File: src/rtl/core/akph_ram.sv
// Single-port-write, single-port-read synchronous RAM with registered read data.
`default_nettype none

module akph_ram #(
    parameter int DEPTH = 64,
    parameter int WIDTH = 32,
    localparam int AW   = (DEPTH > 1) ? $clog2(DEPTH) : 1
) (
    input  wire              aclk,
    input  wire              wr_en,
    input  wire [AW-1:0]     wr_addr,
    input  wire [WIDTH-1:0]  wr_data,
    input  wire              rd_en,
    input  wire [AW-1:0]     rd_addr,
    output logic [WIDTH-1:0] rd_data
);

    logic [WIDTH-1:0] mem [DEPTH];

    always_ff @(posedge aclk) begin
        if (wr_en) begin
            mem[wr_addr] <= wr_data;
        end
    end

    always_ff @(posedge aclk) begin
        if (rd_en) begin
            rd_data <= mem[rd_addr];
        end
    end

endmodule

`default_nettype wire

File: config.mk
export PLATFORM = sky130hd
export DESIGN_NAME = akph_ram
export DESIGN_NICKNAME = d
export VERILOG_FILES = /design/src/rtl/core/akph_ram.sv
export SDC_FILE = /design/constraint.sdc
export NUM_CORES = 2
export LEC_CHECK = 0
export BUFFER_PORTS_ARGS = -buffer_cell sky130_fd_sc_hd__buf_2
export CAP_MARGIN = 15
export CORE_MARGIN = 1.5
export CORE_UTILIZATION = 60
export DETAILED_ROUTE_END_ITERATION = 8
export PLACE_DENSITY_LB_ADDON = 0.15
export SYNTH_ARGS = -nofsm -noshare
export SYNTH_HDL_FRONTEND = slang
export SYNTH_SLANG_ARGS = --single-unit
export TNS_END_PERCENT = 20
File: constraint.sdc
create_clock -name aclk -period 4.2 [get_ports aclk]
set_input_delay 0.42 -clock aclk [delete_from_list [all_inputs] [get_ports aclk]]
set_output_delay 0.42 -clock aclk [all_outputs]
set_load 0.005 [all_outputs]
Yosys cells after proc, flatten, opt, wreduce, memory -nomap -nowiden
Memories as Yosys holds them, arrays and structs flattened. A register that Yosys moved wholly into a read port is not among the register bits.
Cells that the tools add are included.

storage, ports and cells
  output and inout port bits = 32
  word-level logic and storage cells = 3
  bits in writable memories = 2048
  flip-flop bits (word level) = 0
  memories = 1
  input bits = 47

memory list
  memory  words  bits a word  read ports  clocked after memory_dff  write ports  line  text
  mem     64     32           1           1                         1            18    logic [WIDTH-1:0] mem [DEPTH];

operators by class
  muxes and demuxes = 2

operators by type and width
  cell    number
  $mux 1  2

Longest topological paths before layout
  word-level depth = 2
  mapped depth = 10
  gate-level depth less buffers = 5

Least setup slack after synthesis
Ideal clock, no wire load.

  kind = input port to flip-flop
  start = input port wr_addr[3]
  end = memory mem[48][0], enable pin
  required time = 3.739 ns
  library setup time = 0.461 ns
  arrival time = 3.119 ns
  cell stages on the path = 4
  path slack = 0.620 ns
  buffers on the path = 1
  cells stage by stage = clkbuf_1 nor2b_1 nand4b_1 nor3_1

RTL lines
  element             line  text
  start: declaration  11    input wire [AW-1:0] wr_addr,
  end: declaration    18

Straight into the memory's write port.

==> results.txt <==
Layout fillers = 7792
Core Footprint = 130000 um^2
Pwr Density = 475 nW/um^2
Total CTS buffers = 199
Area growth, synth to finish = 13.3%
Final ANT Viol Nets = 0
Via count of the first global-routing pass = 38200
Top-Level Pins = 79
First drt pass iteration count = 5
Worst setup EP type = register
Worst hold stages = 1
Post-synth EDFFs = 2080
HP Class = primary input to register
Total power = 0.0424 W
Synth Net Count = 3371
Syn Area/Cell = 23.7 um^2
Setup violators final = 0
Min Tclk post-route = 2900 ps
Slowest cell delay on critical path = 680 ps
Max cap viols = 0
Die H = 365 um
R2r startpoint = mem[23][30]
Post-synth ARST share = 0%
Reg area = 62500 um^2
DP HPWL = 112000 um
Skew-Pair Late Insertion Delay = 840 ps
Routability cong. = 0.822
Netlist cell types = 33
Resized cells post-CTS = 0
DR vias = 38100
DRT iter0 DRCs = 5953
Top_reg_cell synth = edfxtp_1
Critical path's top delay family = buffers and inverters
Port buffer count = 78
Achievable Freq = 0.344 GHz
Leakage = 28.0 nW
Final period util = 69.2%
Via density = 6.87
DP Area = 82800 um^2
Critical Path Fanout Max = 44
Die width = 365 um
Proportion of layout cells with a drive suffix above 1 = 30.6%
Worst hold path startpoint = wr_data[21]
Final TNS setup = 0 ps
Synth Cell Area = 78800 um^2
Slew Limit Fails = 0
Cts hold-fix bufs = 2
Multi-input logic area = 16000 um^2
Worst VDD drop = 546 uV
Reg2Reg Setup Slack = 1710 ps
Layout Utilization = 68.7%
CTS clock-pin slew for the worst setup and hold paths = 60 ps
YS warnings = 0
Initial antenna violation count = 27
Startpoint types = primary input
CTS tree = built
Setup Skew = 33.5 ps
R2r endpoint = rd_data[30]
Slew @ Worst Pin = 1260 ps
Status = completed
Worst rel slew slack = 16.3%
First-pass GRT wire length = 283000 um
CP required = 4730 ps
Worst path most repeated cell = mux4_2
Gr usage total = 30.9%
Net count, final = 3677
Fin. Hold Viols = 0
Die footprint = 134000 um^2
Number of clock sinks = 2080
Drt wl/cell = 36.1 um
WS Path Type = primary input to register
Seq cells post-synth = 2080
Final wirelength = 200000 um
Setup Fix Bufs, Post-CTS = 0
CP arrival = 3440 ps
Worst path cell trace = buf_8 -> buf_12 -> buf_4 -> mux4_2 -> mux4_2 -> o22ai_1 -> nor2_1
Crit-path slowest cell = o22ai_1
CTS Buffer Depth = 3
Initial core utilization = 60.7%
RSZ-0062 raised after global routing = no
CTS H-tree lvls = 4
Pin count of the biggest net entering global routing = 87
R2R cell count = 4
Fin area = 89300 um^2
WP buf/inv = 3
GRT overflow = 0
DRC viols = 0
CTS Root Cell = clkbuf_16
Hold Path End = mem[58][21]
Register area share after synthesis = 79.2%
Syn Inst Count = 3324
Rows = 132
## per-layer routing
metal | GRT usage, % | part of all wire, % | wire length, um
met5 | 0 | 0.055 | 111
met4 | 8.46 | 2.5 | 5030
met3 | 6.33 | 12 | 23200
met2 | 48.7 | 48 | 97000
met1 | 45.0 | 37 | 74800
## worst max-delay path by stage
stage                           from     endpoint  slack (ps)  cells past startpoint
final                     rd_addr[0]  rd_data[30]        1300                      7
after global routing      rd_addr[0]  rd_data[30]        1300                      7
after CTS                 rd_addr[0]  rd_data[30]        1320                      7
after detailed placement  rd_addr[0]  rd_data[30]         440                      7
after global placement    rd_addr[0]  rd_data[30]         470                      7
after floorplan           wr_addr[3]   mem[48][0]         620                      4
## synth_stat cells (2+ instances only)
library cell  count  area, um^2
or3b_2            3        26.3
o22ai_1          84         526
nor2b_1          15        93.8
buf_4            25         188
nand3b_1          5        37.5
buf_6             5        56.3
a41o_1            4        40.0
nand4_1           2        12.5
and2_1            2        12.5
edfxtp_1       2080       62500
nand2_1          26        97.6
buf_1            21        78.8
o221ai_1         27         236
o32ai_1           4        35.0
nand2b_1          8        50.1
a21oi_1          62         310
nor3_1            7        35.0
and3_1            4        25.0
nand3_1           5        25.0
or3_1             3        18.8
nor2_1          137         514
a22oi_1          12        90.1
or3b_1            2        17.5
a311oi_1          8        70.1
clkbuf_1         74         278
mux4_2          544       12300
mux2i_1          93         931
buf_2            57         285
## worst reg2reg max path: stages, from the launching register on
cell      delay (ps)
edfxtp_1         390
mux4_2           510
mux4_2           470
o22ai_1          680
nor2_1           150
## state kept, by name, summed over array words and instances, names as in the netlist
register,flops
rd_data,32
mem,2048
## cells in the final DEF (no fill, tap or decap), types with 4 or more instances in the layout
cell | synthesis | routed
a21oi_1 | 62 | 62
a22oi_1 | 12 | 12
a311oi_1 | 8 | 8
a41o_1 | 4 | 4
and3_1 | 4 | 4
buf_12 | 0 | 37
buf_2 | 57 | 74
buf_4 | 25 | 168
bufinv_16 | 0 | 14
clkbuf_1 | 74 | 46
clkbuf_16 | 0 | 204
clkinv_1 | 0 | 50
clkinv_2 | 0 | 32
clkinvlp_4 | 0 | 5
diode_2 | 0 | 12
dlygate4sd3_1 | 0 | 5
edfxtp_1 | 2080 | 2080
inv_6 | 0 | 5
mux2i_1 | 93 | 93
mux4_2 | 544 | 544
nand2_1 | 26 | 26
nand2b_1 | 8 | 8
nand3_1 | 5 | 5
nand3b_1 | 5 | 5
nor2_1 | 137 | 75
nor2_4 | 0 | 62
nor2b_1 | 15 | 15
nor3_1 | 7 | 5
o221ai_1 | 27 | 27
o22ai_1 | 84 | 84
o32ai_1 | 4 | 4
## report_power, final
part           leakage (nW)  switching (W)  internal, W
clock network          3.02        0.00746      0.00972
logic                  6.20        0.00133     0.000819
registers              18.7      0.0000866       0.0230
total                  28.0        0.00887       0.0336
## through the flow
step,cells,setup WS (ps),hold slack (ps)
after floorplan,3324,620,519
after global placement,5154,472,728
final,5543,1300,40.3
after detailed placement,5155,441,746
after CTS,5517,1320,16.9
after global routing,5532,1300,22.9
## cells by family after synthesis
group,count (synthesis),synth area share (%)
simple gates,223,1.26
compound gates,202,1.67
flops,2080,79.2
mux,637,16.7
buf+inv,182,1.12
## area by class of cell
cell class | count | share of cell area [%]
Antenna cell | 12 | 0.0336
Clock buffer | 250 | 5.91
Clock inverter | 110 | 1.03
Multi-Input combinational cell | 1062 | 17.9
Sequential cell | 2080 | 69.9
Tap cell | 1742 | 2.44
Timing Repair Buffer | 287 | 2.76
Power figures use the tool's default switching activity.
