### src/rtl/core/akph_pkg.sv
// Shared types, codes and helper functions for the aligned k-mer pair histogram.
`default_nettype none

package akph_pkg;

    localparam int unsigned RADIX            = 5;
    localparam int unsigned WINDOW_LIMIT     = 4;
    localparam int unsigned CODE_BITS        = 3;
    localparam logic [7:0]  GAP_CHAR         = 8'h2D;
    localparam logic [2:0]  CODE_GAP         = 3'd4;
    localparam logic [1:0]  WINDOW_LEN_RESET = 2'd3;

    typedef enum logic [1:0] {
        CMD_COLUMN = 2'd0,
        CMD_END    = 2'd1,
        CMD_READ   = 2'd2
    } cmd_t;

    function automatic int unsigned pow5(input int unsigned n);
        int unsigned p;
        p = 1;
        for (int unsigned i = 0; i < WINDOW_LIMIT; i++) begin
            if (i < n) begin
                p = p * RADIX;
            end
        end
        return p;
    endfunction

    function automatic logic [CODE_BITS-1:0] char_code(input logic [7:0] ch);
        logic [CODE_BITS-1:0] code;
        case (ch)
            GAP_CHAR:     code = CODE_GAP;
            8'h43, 8'h63: code = 3'd1;
            8'h47, 8'h67: code = 3'd2;
            8'h54, 8'h74: code = 3'd3;
            default:      code = 3'd0;
        endcase
        return code;
    endfunction

endpackage

`default_nettype wire

### src/rtl/core/akph_window.sv
// Sliding base-5 window indices for target and query, with the window length register.
`default_nettype none

module akph_window #(
    parameter int MAX_WINDOW  = 3,
    localparam int DIGIT_BITS = $clog2(akph_pkg::pow5(MAX_WINDOW))
) (
    input  wire                   aclk,
    input  wire                   aresetn,
    input  wire                   cfg_we,
    input  wire [1:0]             cfg_len,
    input  wire                   col_en,
    input  wire                   end_en,
    input  wire [7:0]             target_char,
    input  wire [7:0]             query_char,
    output logic                  hit,
    output logic [DIGIT_BITS-1:0] target_next,
    output logic [DIGIT_BITS-1:0] query_next,
    output logic [DIGIT_BITS-1:0] target,
    output logic [DIGIT_BITS-1:0] query
);

    import akph_pkg::*;

    localparam int NUM_BITS = $clog2(pow5(MAX_WINDOW) * RADIX);
    localparam int KB       = $clog2(MAX_WINDOW + 1);

    logic [1:0]            window_len_reg;
    logic [DIGIT_BITS-1:0] target_reg;
    logic [DIGIT_BITS-1:0] query_reg;
    logic [KB-1:0]         seen_reg;
    logic [KB-1:0]         seen_next;
    logic [KB-1:0]         eff_k;
    logic [NUM_BITS-1:0]   span;
    logic [NUM_BITS-1:0]   tx;
    logic [NUM_BITS-1:0]   qx;

    always_comb begin
        if (window_len_reg == 2'd0) begin
            eff_k = KB'(1);
        end else if (int'(window_len_reg) > MAX_WINDOW) begin
            eff_k = KB'(MAX_WINDOW);
        end else begin
            eff_k = KB'(window_len_reg);
        end
        span = NUM_BITS'(pow5(int'(eff_k)));
        tx = NUM_BITS'(target_reg) * NUM_BITS'(RADIX) + NUM_BITS'(char_code(target_char));
        qx = NUM_BITS'(query_reg) * NUM_BITS'(RADIX) + NUM_BITS'(char_code(query_char));
        for (int i = 0; i < RADIX - 1; i++) begin
            if (tx >= span) begin
                tx = tx - span;
            end
            if (qx >= span) begin
                qx = qx - span;
            end
        end
        target_next = DIGIT_BITS'(tx);
        query_next  = DIGIT_BITS'(qx);
        seen_next   = (seen_reg < eff_k) ? seen_reg + KB'(1) : seen_reg;
        hit         = (seen_next >= eff_k);
    end

    always_ff @(posedge aclk) begin
        if (!aresetn) begin
            window_len_reg <= WINDOW_LEN_RESET;
            target_reg     <= '0;
            query_reg      <= '0;
            seen_reg       <= '0;
        end else if (cfg_we) begin
            window_len_reg <= cfg_len;
            target_reg     <= '0;
            query_reg      <= '0;
            seen_reg       <= '0;
        end else if (end_en) begin
            target_reg <= '0;
            query_reg  <= '0;
            seen_reg   <= '0;
        end else if (col_en) begin
            target_reg <= target_next;
            query_reg  <= query_next;
            seen_reg   <= seen_next;
        end
    end

    assign target = target_reg;
    assign query  = query_reg;

endmodule

`default_nettype wire

### config.mk
export PLATFORM = sky130hd
export DESIGN_NAME = akph_window
export DESIGN_NICKNAME = d
export VERILOG_FILES = /design/src/rtl/core/akph_pkg.sv /design/src/rtl/core/akph_window.sv
export SDC_FILE = /design/constraint.sdc
export NUM_CORES = 1
export LEC_CHECK = 0
export BUFFER_PORTS_ARGS = -buffer_cell sky130_fd_sc_hd__clkbuf_2
export CORE_AREA = 2 2 105 107
export CTS_BUF_LIST = sky130_fd_sc_hd__clkbuf_8
export DETAILED_ROUTE_END_ITERATION = 10
export DIE_AREA = 0 0 107 109
export PLACE_DENSITY_LB_ADDON = 0.1
export REMOVE_ABC_BUFFERS = 1
export SLEW_MARGIN = 20
export SYNTH_ARGS = -nofsm -noshare
export SYNTH_HDL_FRONTEND = slang
export SYNTH_SLANG_ARGS = --single-unit
### constraint.sdc
create_clock -name aclk -period 15.4 [get_ports aclk]
set_input_delay 1.54 -clock aclk [delete_from_list [all_inputs] [get_ports aclk]]
set_output_delay 1.54 -clock aclk [all_outputs]
set_load 0.1 [all_outputs]
# Yosys cells after proc, flatten, opt, wreduce, memory -nomap -nowiden
# Cells that the tools add are included.
# op_classes
addsub,11
n_mul,4
div,0
magnitude_cmp,13
n_eq_ne,14
shifts,0
muxes,15
bitwise_logic,1
n_reduce_logical,8
# op_table
op,n
$eq 8x7->1 const B,12
$ge 10x10->1,8
$mux 10,7
$sub 10x10->10,6
$mul 32x3->10 const B,1
$mul 32x3->32 const B,1
$mux 32,1
$pmux 3 s4,2
$add 10x3->10,2
$mul 7x3->10 const B,2
$eq 8x6->1 const B,2
$mux 7,2
$sub 7x7->7,2
$reduce_or 2->1,6
$lt 1x2->1 const A,2
$mux 2,2
$mux 3,1
$reduce_or 3->1,1
$add 2x1->2 const B,1
$ge 2x2->1,1
$logic_not 2->1,1
$lt 2x2->1,1
$lt 2x2->1 const A,1
$not 1->1,1
# word_totals
reg_bits,18
latch_bits,0
ram_bits,0
rom_bits,0
inputBits,23
mem_count,0

# Depth between registers and ports, before layout
# Gate-level depths: netlist of run 1.
# logic_depth
depth_word,16
ltp_mapped,59
depth_no_buf,55

# Least setup slack after synthesis of run 1
# Ideal clock, no wire load.
# synth_path
kind,input port to output port
startpoint,input query_char[3]
endpoint,output query_next[3]
arrival_ns,12.746
t_required_ns,13.860
path_slack_ns,1.114
stages,48
n_path_buf,3
path_cell_list,nor3b_1 and3_1 ha_1 ha_1 inv_1 fa_1 nor2b_1 o31a_1 o21a_1 nor2_1 xnor2_1 ha_1 o211a_1 o31ai_2 nand3b_1 nor2_1 clkbuf_1 nor2_1 [... 12 more ...] o21ai_0 nand2b_1 a21o_1 a21oi_1 o21ai_0 nor2_1 nand3_1 mux2_2 ha_1 a21oi_1 o21bai_1 a21o_1 a21o_1 a211o_1 a21o_1 a2111oi_0 a21oi_2 o21ai_0
# synth_via
elab_chain_cells,12
elab_cells_between_ends,24
# synth_rtl
element,line_no,source
from (decl),akph_window.sv:15,"input wire [7:0] query_char,"
$eq 8x7->1,akph_pkg.sv:32,case (ch)
$reduce_or 2->1,akph_pkg.sv:32,
$pmux 3 s4 *,akph_pkg.sv:32,
$add 10x3->10 *,akph_window.sv:48,qx = NUM_BITS'(query_reg) * NUM_BITS'(RADIX) + NUM_BITS'(char_code(query_char));
$sub 10x10->10 / $ge 10x10->1 (equally long branches),"akph_window.sv:54, akph_window.sv:53",
$mux 10 *,akph_window.sv:53,if (qx >= span) begin
$sub 10x10->10 / $ge 10x10->1 (equally long branches),"akph_window.sv:54, akph_window.sv:53",
$mux 10 *,akph_window.sv:53,
$sub 10x10->10 / $ge 10x10->1 (equally long branches),"akph_window.sv:54, akph_window.sv:53",
$mux 10 *,akph_window.sv:53,
$ge 10x10->1 / $sub 7x7->7 (equally long branches),"akph_window.sv:53, akph_window.sv:54",
$mux 7 *,akph_window.sv:53,
to (decl),akph_window.sv:18,"output logic [DIGIT_BITS-1:0] query_next,"
# Every way passes the cells marked *; elsewhere a longest branch is shown, timed or not.

# Worst setup path after layout of run 1
# layout_path
startpoint,input target_char[0]
endpoint,output target_next[0]
# layout_via
elab_chain_cells,12
elab_cells_between_ends,24
# layout_rtl
element,line_no,source
from (decl),akph_window.sv:14,"input wire [7:0] target_char,"
$eq 8x7->1,akph_pkg.sv:32,
$reduce_or 2->1,akph_pkg.sv:32,
$pmux 3 s4 *,akph_pkg.sv:32,
$add 10x3->10 *,akph_window.sv:47,tx = NUM_BITS'(target_reg) * NUM_BITS'(RADIX) + NUM_BITS'(char_code(target_char));
$sub 10x10->10 / $ge 10x10->1 (equally long branches),"akph_window.sv:51, akph_window.sv:50",
$mux 10 *,akph_window.sv:50,if (tx >= span) begin
$sub 10x10->10 / $ge 10x10->1 (equally long branches),"akph_window.sv:51, akph_window.sv:50",
$mux 10 *,akph_window.sv:50,
$sub 10x10->10 / $ge 10x10->1 (equally long branches),"akph_window.sv:51, akph_window.sv:50",
$mux 10 *,akph_window.sv:50,
$ge 10x10->1 / $sub 7x7->7 (equally long branches),"akph_window.sv:50, akph_window.sv:51",
$mux 7 *,akph_window.sv:50,
to (decl),akph_window.sv:17,"output logic [DIGIT_BITS-1:0] target_next,"
# Marks and branches as above.

==> metrics.cfg, run 1 <==
[outcome]
status=finished, final reports clean

[synth]
synth.avg_cell_area_sq_um=7.68
ys_types=77
synthAdderAreaFrac_pct=24.9
synth_common_cells=ha_1 (109), nor2_1 (67), a21oi_1 (51), nand2_1 (49), inv_1 (44)
yosysTopAreaCellShare_pct=24.2
synthFlopType=dfxtp_1
synth_top_cell_by_area=ha_1
synth_most_common_cell=ha_1
muxShareOfSynthArea_pct=7.60
netlist_instances=735
ys_seq_area_share_pct=6.38
synth_compound_area_share_pct=27.5
ys_top_cells_by_area=ha_1 (24%), dfxtp_1 (6.4%), xnor2_1 (5.7%), a21o_1 (4.7%), mux2_2 (4.6%)
synthArstFlopShare_pct=0
synth_xor_area_share_pct=9.00
syn_area_sq_mm=0.00565
yosysWarnings=0
synthSimpleGateAreaFrac_pct=20.8
synth-seq-cells=18
synth_edf_count=0
synth_top_family_by_area=compound AO/OA/AOI/OAI gates

[cts]
cts_max_level=1
cts_tree=yes
cts_resized=0
cts-root-buf=clkbuf_8
path_clk_slew_ns=0.07
cts_hold_buf=0
cts.sinks=18
cts_buffers=3
cts_buffer_depth=2
postCtsSetupRepairBufs=0
clk_latency_ns=0.25

[flow_run]
max_cap_viol_count=0

[worst_setup_path]
cpMaxStageDelayCell=buf_2
cp.arrival_ns=12.98
cp.required_ns=13.86
critical_path.max_stage_delay_ns=0.50
startpoint_type=primary input
cp_common_cell=ha_1
cp_max_fo=14
setup.worst_path.class=in -> out
endpoint_kind=output pin

[sta]
max_slew_margin_pct=36.5
fmax_ghz=0.0689
fin_crit_ns=14.52
hold_violations=0
rsz0062_at_grt=false
post-route-period-util_pct=94.3
skew_ns=0.00161
worst_pin_slew_ns=0.950
maxSlewViolCount=0
setup_violations=0
final.setup.tns_ns=0

[hold_path]
worstHoldPathType=reg -> reg

[global_route]
grt.total_usage_pct=24.9
grt_max_degree=19
grt_pass1_vias=5001
overflow=0
antenna_found_initial=0
grt_pass1_wl_microns=23700

[die]
num_io_pins=52
start_util_pct=53.3
num_rows=38
die_w_microns=107
core_area_sq_mm=0.0106
die_h_microns=109
dieArea_sq_mm=0.0117

[route]
drc=0
routed_wl_microns=14700
wl_per_cell_microns=15.8
first_pass_iters=5
ant_nets=0
drt_iter0_markers=386
vias_per_cell=5.94
vias=5513

[placed_design]
io_buffers=51
place_hpwl_microns=12200
place_congestion=0.885

[finish]
antenna_cells=0
drive_above_1_share_pct=12.8
syn_to_final_growth_pct=8.64
fin_nets=923
nFillCells=1026

[kinds of logic after synthesis]
family / after synthesis
other cells: 1
buf+inv: 56
compound gates: 227
simple gates: 225
fa+ha+maj: 111
mux: 39
flops: 18
xor+xnor: 58
[placed cells by master (no fill, tap or decap), types with 9 or more instances in the layout]
cell type and instances:
mux2i_1 11, ha_1 109, a21oi_1 51, xnor2_1 37
nor2_1 67, dfxtp_1 18, nor2b_1 11, nand2b_1 12
o211ai_1 9, clkbuf_2 50, inv_1 44, xor2_1 21
nand2_1 49, nand3_1 15, o21a_1 27, mux2_2 23
o21ai_0 37, a21o_1 35
[final cells by class]
cell class,count,area (sq um),share of cell area [%]
well taps,140,175,2.86
multi-input cells,668,5100,83.2
flip-flops and latches,18,360,5.87
repair buffers,53,270,4.41
clock buffers,4,55.1,0.897
inverters,45,169,2.75
[stage by stage]
stage	hold WS (ns)	instances	util, %	cell area, sq um	setup slack, ns
2_1_floorplan	0.454	731	-	5630	1.12
3_3_place_gp	0.486	924	57.3	6070	1.21
3_5_place_dp	0.495	924	57.3	6070	0.814
4_1_cts	0.516	928	57.8	6130	0.802
5_1_grt	0.561	928	57.9	6130	0.0602
6_report	0.518	928	57.9	6130	0.884
[worst max-delay path, delay by kind of cell]
family / cells / cell delay, ns
buffers and inverters: 4 / 0.78
muxes: 2 / 0.84
xor gates and xnor gates: 2 / 0.56
and+or+nand+nor: 21 / 4.10
adders and majority gates: 7 / 2.24
AOI/OAI and AO/OA: 17 / 2.92
[routing by layer]
metal  GRT usage (%)  up-vias  part of all wire [%]
met4            2.60        0                  0.69
met3            1.85       12                   5.0
li1                -     2823                     -
met2            39.1      148                    42
met1            38.3     2530                    52
met5               0        -                     0
[worst paths after layout]
path	start	end	slack (ns)	cells after the start
worst max-delay path	target_char[0]	target_next[0]	0.88	53
worst min-delay path	window_len_reg[0]	window_len_reg[0]	0.52	2
worst max register to register	target[2]	target[6]	4.02	48
worst min register to register	window_len_reg[0]	window_len_reg[0]	0.52	2
Power of run 1 is not shown: default switching activity piles up to over one toggle a cycle in this logic, so the estimate is an artifact.
==> run 2: changes to the inputs <==
==> constraint.sdc (replaced) <==
create_clock -name aclk -period 15.4 [get_ports aclk]
set_input_delay 0.77 -clock aclk [delete_from_list [all_inputs] [get_ports aclk]]
set_output_delay 0.77 -clock aclk [all_outputs]
set_load 0.02 [all_outputs]
==> metrics.cfg, run 2 (synthesized netlist as in run 1, its figures left out) <==
[route]
drc=0  ; unchanged
vias_per_cell=6.03  ; +1.4%
wl_per_cell_microns=16.3  ; +2.9%
routed_wl_microns=15100  ; +2.8%
vias=5586  ; +1.3%
ant_nets=0  ; unchanged
first_pass_iters=6  ; +1
drt_iter0_markers=362  ; -6.2%

[sta]
fmax_ghz=0.0767  ; +11%
maxSlewViolCount=0  ; unchanged
post-route-period-util_pct=84.6  ; -9.6 points
hold_violations=0  ; unchanged
setup_violations=0  ; unchanged
rsz0062_at_grt=false
fin_crit_ns=13.03  ; -1.48 ns
skew_ns=0.00286  ; +0.00125 ns
final.setup.tns_ns=0  ; unchanged
max_slew_margin_pct=39.6  ; +3.1 points
worst_pin_slew_ns=0.904  ; -0.0464 ns

[die]
die_h_microns=109  ; unchanged
core_area_sq_mm=0.0106  ; unchanged
num_rows=38  ; unchanged
dieArea_sq_mm=0.0117  ; unchanged
num_io_pins=52  ; unchanged
die_w_microns=107  ; unchanged
start_util_pct=53.3  ; unchanged

[global_route]
grt_pass1_wl_microns=24800  ; +4.5%
overflow=0  ; unchanged
grt_pass1_vias=5149  ; +3.0%
grt.total_usage_pct=25.8  ; +0.93 points
antenna_found_initial=0  ; unchanged
grt_max_degree=22  ; +3

[power_and_ir_drop]
p_sw_share_pct=58.0
finalPower_mw=1.24
power_per_cell_area_mw_per_mm2=202
leakage_nw=3.29
pwr-share-seq_pct=4.8
peakVddDrop_uv=395
clkPwrFrac_pct=3.1
intPower_uw=519
switchingPower_uw=716
comb_power_share_pct=92.1

[placed_design]
io_buffers=51  ; unchanged
place_hpwl_microns=12400  ; +1.2%
postPlaceCellArea_sq_mm=0.00607  ; -0.12%
place_congestion=0.930  ; +5.0%

[cts]
path_clk_slew_ns=0.07  ; about the same
cts_buffers=3  ; unchanged
cts-root-buf=clkbuf_8
cts_max_level=1  ; unchanged
postCtsSetupRepairBufs=0  ; unchanged
cts_buffer_depth=2  ; unchanged
cts_tree=yes
cts.sinks=18  ; unchanged
cts_hold_buf=0  ; unchanged
cts_resized=0  ; unchanged
clk_latency_ns=0.25  ; about the same

[finish]
antenna_cells=0  ; unchanged
fin_nets=922  ; -0.11%
nFillCells=1020  ; -0.58%
final_common_cell=ha_1
mostFrequentLayoutCells=ha_1 (109), nor2_1 (67), a21oi_1 (51), clkbuf_2 (51), nand2_1 (49)
design_area_sq_mm=0.00612  ; -0.20%
drive_above_1_share_pct=12.6  ; -0.24 points
syn_to_final_growth_pct=8.42

[worst_setup_path]
cp_max_fo=14  ; unchanged
startpoint_type=primary input
r2r-start=target[3]
rr_worst_depth=44  ; -8.3%
cpMaxStageDelayCell=mux2_2
cp_common_cell=ha_1
endpoint_kind=output pin
cp.arrival_ns=12.26  ; -0.72 ns
r2r-end=target[2]
startpoint=target_char[0]
cp.required_ns=14.63  ; +0.77 ns
critical_path.max_stage_delay_ns=0.46  ; -0.04 ns
rrSetupSlack_ns=3.73  ; -0.29 ns
setup.worst_path.class=in -> out

[hold_path]
worstHoldPathType=reg -> reg
hp-start=window_len_reg[0]
worstHoldEndpoint=window_len_reg[0]
worst_hold_path.num_cells=2  ; unchanged

[outcome]
status=finished, final reports clean

[flow_run]
max_cap_viol_count=0  ; unchanged

run 2: worst max path at each step:
stage,endpoint,slack (ns),cells after the start
3_3_place_gp,target_next[0],2.97,51
4_1_cts,target_next[0],2.53,50
3_5_place_dp,target_next[0],2.56,50
5_1_grt,target_next[0],1.41,48
6_report,target_next[0],2.37,48
2_1_floorplan,target_next[0],4.01,49
run 2: critical path: cells and delay by family:
family	cells	cell delay [ns]
and+or+nand+nor	17	3.82
AOI/OAI and AO/OA	16	3.26
adders and majority gates	7	2.01
xor gates and xnor gates	3	1.04
muxes	2	0.92
buffers and inverters	3	0.44
run 2: power by group through the flow:
stage                     registers, mW  logic (mW)  clock network, mW
final                            0.0588        1.14             0.0386
after global placement           0.0597        1.09                  0
after detailed placement         0.0599        1.12                  0
after global routing             0.0594        1.23             0.0419
after CTS                        0.0588        1.12             0.0395
after floorplan                  0.0612       0.821                  0
run 2: cell type report:
| cell class | count | area [sq um] | share of cell area [%] |
|---|---|---|---|
| Sequential cell | 18 | 360 | 5.89 |
| Timing Repair Buffer | 52 | 263 | 4.29 |
| Clock buffer | 4 | 55.1 | 0.899 |
| Tap cell | 140 | 175 | 2.86 |
| Inverter | 45 | 169 | 2.76 |
| Multi-Input combinational cell | 668 | 5100 | 83.3 |
run 2: per-layer routing:
metal  GRT usage [%]  wire length, microns  vias up
met5               0                     0        -
met4            3.25                    85        0
met3            2.33                   810        8
met2            40.5                  6370      156
met1            39.3                  7820     2601
li1                -                     -     2821
run 2: metrics by stage:
step	cells	hold WS, ns	util, %	worst slack, ns
finish	927	0.510	57.7	2.37
floorplan	731	0.454	-	4.01
global placement	923	0.482	57.2	2.97
CTS	927	0.507	57.7	2.53
detailed placement	923	0.487	57.2	2.56
global route	927	0.539	57.7	1.41
(Power assumes the default switching activity.)
